`src/hw/rtl/itoa_pkg.sv`:
```
// Shared types and constants for the integer to ASCII formatter.
// No dependencies; imported by every module of the block.
`default_nettype none

package itoa_pkg;

    localparam int ValueWidth = 32;
    localparam int MaxDigits  = ValueWidth;
    localparam int DepthWidth = $clog2(MaxDigits + 1);
    localparam int CharWidth  = 8;
    localparam int CountWidth = 32;
    localparam int DigitWidth = 4;

    localparam logic [31:0] DecRecip = 32'hCCCC_CCCD;
    localparam int          DecShift = 35;

    localparam logic [CharWidth-1:0] CharZero  = 8'h30;
    localparam logic [CharWidth-1:0] CharMinus = 8'h2D;

    typedef enum logic [1:0] {
        OP_SDEC = 2'd0,
        OP_UDEC = 2'd1,
        OP_BIN  = 2'd2,
        OP_OCT  = 2'd3
    } op_e;

    typedef struct packed {
        logic load;
        logic step;
        logic emit_sign;
        logic emit_digit;
    } itoa_cmd_t;

    typedef struct packed {
        logic quot_zero;
        logic neg;
        logic stack_empty;
        logic last_digit;
        logic out_free;
    } itoa_stat_t;

endpackage

`default_nettype wire

```
`src/hw/rtl/itoa_control.sv`:
```
// Controller state machine: accept, convert digit by digit, emit characters.
// Depends on itoa_pkg; commands itoa_datapath.
`default_nettype none

module itoa_control
    import itoa_pkg::*;
(
    input  wire logic       aclk,
    input  wire logic       aresetn,
    input  wire logic       in_valid,
    output logic            in_ready,
    input  wire itoa_stat_t stat,
    output itoa_cmd_t       cmd
);

    typedef enum logic [1:0] {
        S_IDLE,
        S_CONVERT,
        S_SIGN,
        S_EMIT
    } state_t;

    state_t state_reg;
    state_t state_next;

    always_comb begin
        state_next     = state_reg;
        cmd            = '0;
        in_ready       = 1'b0;
        case (state_reg)
            S_IDLE: begin
                in_ready = 1'b1;
                if (in_valid) begin
                    cmd.load   = 1'b1;
                    state_next = S_CONVERT;
                end
            end
            S_CONVERT: begin
                cmd.step = 1'b1;
                if (stat.quot_zero) begin
                    state_next = stat.neg ? S_SIGN : S_EMIT;
                end
            end
            S_SIGN: begin
                if (stat.out_free) begin
                    cmd.emit_sign = 1'b1;
                    state_next    = S_EMIT;
                end
            end
            S_EMIT: begin
                if (stat.out_free) begin
                    cmd.emit_digit = 1'b1;
                    if (stat.last_digit) begin
                        state_next = S_IDLE;
                    end
                end
            end
            default: state_next = S_IDLE;
        endcase
    end

    always_ff @(posedge aclk) begin
        if (!aresetn) begin
            state_reg <= S_IDLE;
        end else begin
            state_reg <= state_next;
        end
    end

    a_idle_empty: assert property (@(posedge aclk) disable iff (!aresetn)
        state_reg == S_IDLE |-> stat.stack_empty)
        else $error("digits left over in idle");
    a_one_command: assert property (@(posedge aclk) disable iff (!aresetn)
        $onehot0(cmd))
        else $error("more than one datapath command");
    a_emit_when_free: assert property (@(posedge aclk) disable iff (!aresetn)
        (cmd.emit_sign || cmd.emit_digit) |-> stat.out_free)
        else $error("character emitted over a held beat");
    a_load_in_idle: assert property (@(posedge aclk) disable iff (!aresetn)
        cmd.load |-> state_reg == S_IDLE && in_valid)
        else $error("load outside idle");

endmodule

`default_nettype wire

```
`config.mk`:
```
export PLATFORM = sky130hd
export DESIGN_NAME = itoa_control
export DESIGN_NICKNAME = d
export VERILOG_FILES = /design/src/hw/rtl/itoa_pkg.sv /design/src/hw/rtl/itoa_control.sv
export SDC_FILE = /design/constraint.sdc
export NUM_CORES = 1
export LEC_CHECK = 0
export BUFFER_PORTS_ARGS = -buffer_cell sky130_fd_sc_hd__buf_2
export CAP_MARGIN = 10
export CORE_AREA = 3 3 40 42
export CTS_CLUSTER_SIZE = 30
export DETAILED_ROUTE_END_ITERATION = 10
export DIE_AREA = 0 0 43 45
export HOLD_SLACK_MARGIN = 0.06
export SYNTH_ARGS = -nofsm -noshare
export SYNTH_HDL_FRONTEND = slang
export SYNTH_SLANG_ARGS = --single-unit
```
`constraint.sdc`:
```
create_clock -name aclk -period 1.3 [get_ports aclk]
set_input_delay 0.195 -clock aclk [delete_from_list [all_inputs] [get_ports aclk]]
set_output_delay 0.195 -clock aclk [all_outputs]
set_load 0.01 [all_outputs]
```
Word level (Yosys, flattened, before mapping)
Cells that the tools add are included.
W data, S select, Z words.
- register bits: 2
- input port bits: 8
- word-level logic and storage cells: 25
- equality and inequality tests: 8
- muxes and demuxes: 14
- reduce and logical (&&, ||, !) cells: 2
- operator list (operator ; count):
    $mux W2 ; 5
    $ne A2 B2 Y1 const B ; 5
    $mux W1 ; 8
    $pmux W2 S4 ; 1
    $reduce_and A5 Y1 ; 1
    $eq A2 B2 Y1 const B ; 2
    $eq A2 B1 Y1 const B ; 1
    $logic_not A2 Y1 ; 1

Logic depth before layout (Yosys ltp)
- depth after elaboration: 3
- gate-level depth with buffers: 5

Worst setup path before layout
Ideal clock, no wire load.
- kind: reg-to-reg
- start: register state_reg[1]
- end: register state_reg[0]
- setup time: 0.125 ns
- arrival time: 1.110 ns
- slack: 0.065 ns
- cell stages (with the launch flop): 6
- path buffers: 0
- period minus slack after synthesis: 1.235 ns
- cells stage by stage: dfxtp_1 > inv_1 > ha_1 > and3b_1 > o31ai_2 > mux2i_1
- cells in the longest elaborated chain, start to end: 3
- elaborated cells between the ends (all ways): 11
- those cells by class: eq/ne: 8; mux: 1; reduce/logical: 2
- RTL lines (what ; line ; RTL):
    start, declared ; itoa_control.sv:23 ; state_t state_reg;
    start signal, assigned ; itoa_control.sv:66 ; state_reg <= state_next;
    $eq A2 B1 Y1, or another cell as far along ; itoa_control.sv:30 ; case (state_reg)
    $ne A2 B2 Y1 (no line) ; - ;
    $reduce_and A5 Y1 (no line) ; - ;
Several ways; a longest one is shown, not always the timed one.
A chain may end at the register's enable or synchronous reset.

==> qor.yml <==
run_status:
  outcome: "finished, final reports clean"
die:
  die_area_mm2: 0.00194
  io_pins: 13
  die_x_um: 43
  coreArea_mm2: 0.00128
  fp-row-count: 13
  fp.dieH_um: 45
  initial_core_util: 0.168
logic_synthesis:
  synth_cells: 24
  synthMuxAreaShare: 0.0925
  syn-cell-area_um2: 216
  synth-compound-area-share: 0.127
  yosysUniqueCellTypes: 12
  synth_fa_ha_area_frac: 0.231
  synthXorXnorAreaFrac: 0
  synthesis.nets: 36
  synth-simple-area-share: 0.329
  netlist.area_leader.share: 0.231
  ys.warnings.count: 0
  synth_top_cell_by_area: "ha_1"
  syn-mean-instance-area_um2: 9.02
  ys_seq_area_frac: 0.185
  synth_top_family_by_area: "simple AND/OR/NAND/NOR gates"
  synth_area_leaders: "ha_1 23%, dfxtp_1 18%, mux2i_1 9.2%, and2_1 8.7%, nand2b_1 8.7%"
  ys_ff_latch: 2
global_routing:
  overflow: 0
  use_met3: 0.0359
  grtUsageTotal: 0.0665
  grt_pass1_vias: 230
  grt_pass1_wl_um: 883
  grt_max_degree: 5
  grtUsageMet1: 0.0624
  use_met2: 0.0988
  gr-max-usage-layer: "met2"
  antenna_found_initial: 0
pwr:
  cellPowerDensity_mw_per_mm2: 2100
  total_power_mw: 0.870
  seqPwrFrac: 0.175
  p_leak_nw: 0.189
  intPower_mw: 0.535
  netSwitchingPower_mw: 0.335
  switching_share: 0.385
  power.share.clock: 0.162
  power.share.combinational: 0.663
  ir_drop_mv: 0.553
cts:
  clkSlewWorstSetupHoldPaths_ns: 0.03
  clk_path_buf_depth: 2
  root_buffer: "clkbuf_4"
  cts_tree: "yes"
  numCtsBuffers: 3
  numClockSinks: 2
  cts.htree.levels: 1
  clkLatencyLatePin_ns: 0.23
setup_path:
  required_ns: 1.11
  r2r_end: "state_reg[1]$_SDFFE_PN0P_"
  critPathKind: "reg2out"
  rr_startpoint: "state_reg[1]$_SDFFE_PN0P_"
  cp_max_fo: 3
  cp_data_arrival_time_ns: 1.10
  regToRegSetupSlack_ns: 0.07
  reg2reg_depth: 6
  cp-start-kind: "flip-flop"
  crit_path_end_kind: "output port"
routing:
  drc_errors: 0
  drtAntennaViolNets: 0
  vias: 224
  drtIter0Drc: 0
  drt_pass1_iterations: 1
  vias_per_cell: 3.93
  wl_per_cell_um: 9.37
  wirelength_um: 534
layout:
  largest_reg_flops: 2
  final_common_cell: "buf_2"
  n_antenna_cell: 0
  area_growth_pct: 91.3
  nNetsFinal: 56
  drive_above_1_share: 0.738
  fin_area_um2: 414
  final_util: 0.322
  fill_cells: 138
timing:
  hold_ws_ns: 0.245
  fin_crit_sh: 0.994
  setup_viol: 0
  setup_tns_ns: 0
  fmax_mhz: 774
  relSlewSlack: 0.846
  final-max-slew-violation-count: 0
  worst_pin_slew_ns: 0.231
  rsz0062_at_grt: "yes"
  clock_skew_ns: 0.00210
  period_minus_slack_ns: 1.29
  hold_violations: 0
place:
  io_buffer_count: 11
  dp_hpwl_um: 383
  gp_congestion: 0.673
  dpl_cell_area_um2: 298
worst_hold_path:
  whs_path_depth: 3
  hp-start: "aresetn"
  worstHoldEndpoint: "state_reg[0]$_SDFFE_PN0P_"
  hold_path_class: "in2reg"
flow_run:
  max-cap-violations: 0
kinds of logic after synthesis:
family | count (synthesis)
mux | 2
compound gates | 2
simple gates | 12
flops | 2
fa+ha+maj | 4
buf+inv | 2
worst max path at each step:
stage,from,end,slack [ns],cells past startpoint
after CTS,state_reg[1]$_SDFFE_PN0P_,cmd[0],0.003,4
after floorplan,state_reg[1]$_SDFFE_PN0P_,state_reg[0]$_SDFFE_PN0P_,0.07,5
after detailed placement,state_reg[0]$_SDFFE_PN0P_,state_reg[1]$_SDFFE_PN0P_,0.01,5
final,state_reg[1]$_SDFFE_PN0P_,cmd[1],0.008,4
after global placement,state_reg[0]$_SDFFE_PN0P_,state_reg[0]$_SDFFE_PN0P_,0.04,5
after global routing,state_reg[1]$_SDFFE_PN0P_,cmd[1],-0.03,4
critical path: stages, from the launching register on:
cell	delay (ns)
dfxtp_4	0.35
buf_6	0.13
ha_4	0.15
and2_1	0.12
buf_2	0.13
power groups by stage:
| stage | Combinational (mW) | Clock [mW] | Sequential, mW |
|---|---|---|---|
| 2_1_floorplan | 0.275 | 0 | 0.121 |
| 3_3_place_gp | 0.393 | 0 | 0.128 |
| 3_5_place_dp | 0.396 | 0 | 0.130 |
| 4_1_cts | 0.525 | 0.147 | 0.133 |
| 5_1_grt | 0.635 | 0.166 | 0.156 |
| 6_report | 0.577 | 0.141 | 0.152 |
metrics by stage:
step           setup slack [ns]  std cells
2_1_floorplan            0.0652         24
3_3_place_gp             0.0410         51
3_5_place_dp             0.0103         51
4_1_cts                 0.00313         56
5_1_grt                 -0.0287         57
6_report                0.00796         57
repair_timing:
item	4_1_cts	5_1_grt
buffers inserted	2	1
resized for setup	10	9
pin swaps	0	5
setup endpoints to repair	4	5
hold buffers	0	0
cell type report:
| type | count | area (µm²) | share of cell area |
|---|---|---|---|
| inverter | 2 | 10.0 | 0.0242 |
| multi-input combinational | 20 | 214 | 0.517 |
| clock buffer | 3 | 22.5 | 0.0544 |
| timing repair buffer | 15 | 101 | 0.245 |
| tap | 15 | 18.8 | 0.0453 |
| sequential | 2 | 47.5 | 0.115 |
cell usage after synthesis:
library cell	n
o2111ai_2	1
nor2_1	1
dfxtp_1	2
and2b_4	1
mux2i_1	2
inv_1	2
o31ai_2	1
and2_1	3
nand2_1	3
and3b_1	1
ha_1	4
nand2b_1	3
metal layers:
metal	share of wire	wire, µm
met5	0	0
met4	0	0
met3	0.045	24
met2	0.53	283
met1	0.42	226
(Power assumes the default switching activity.)
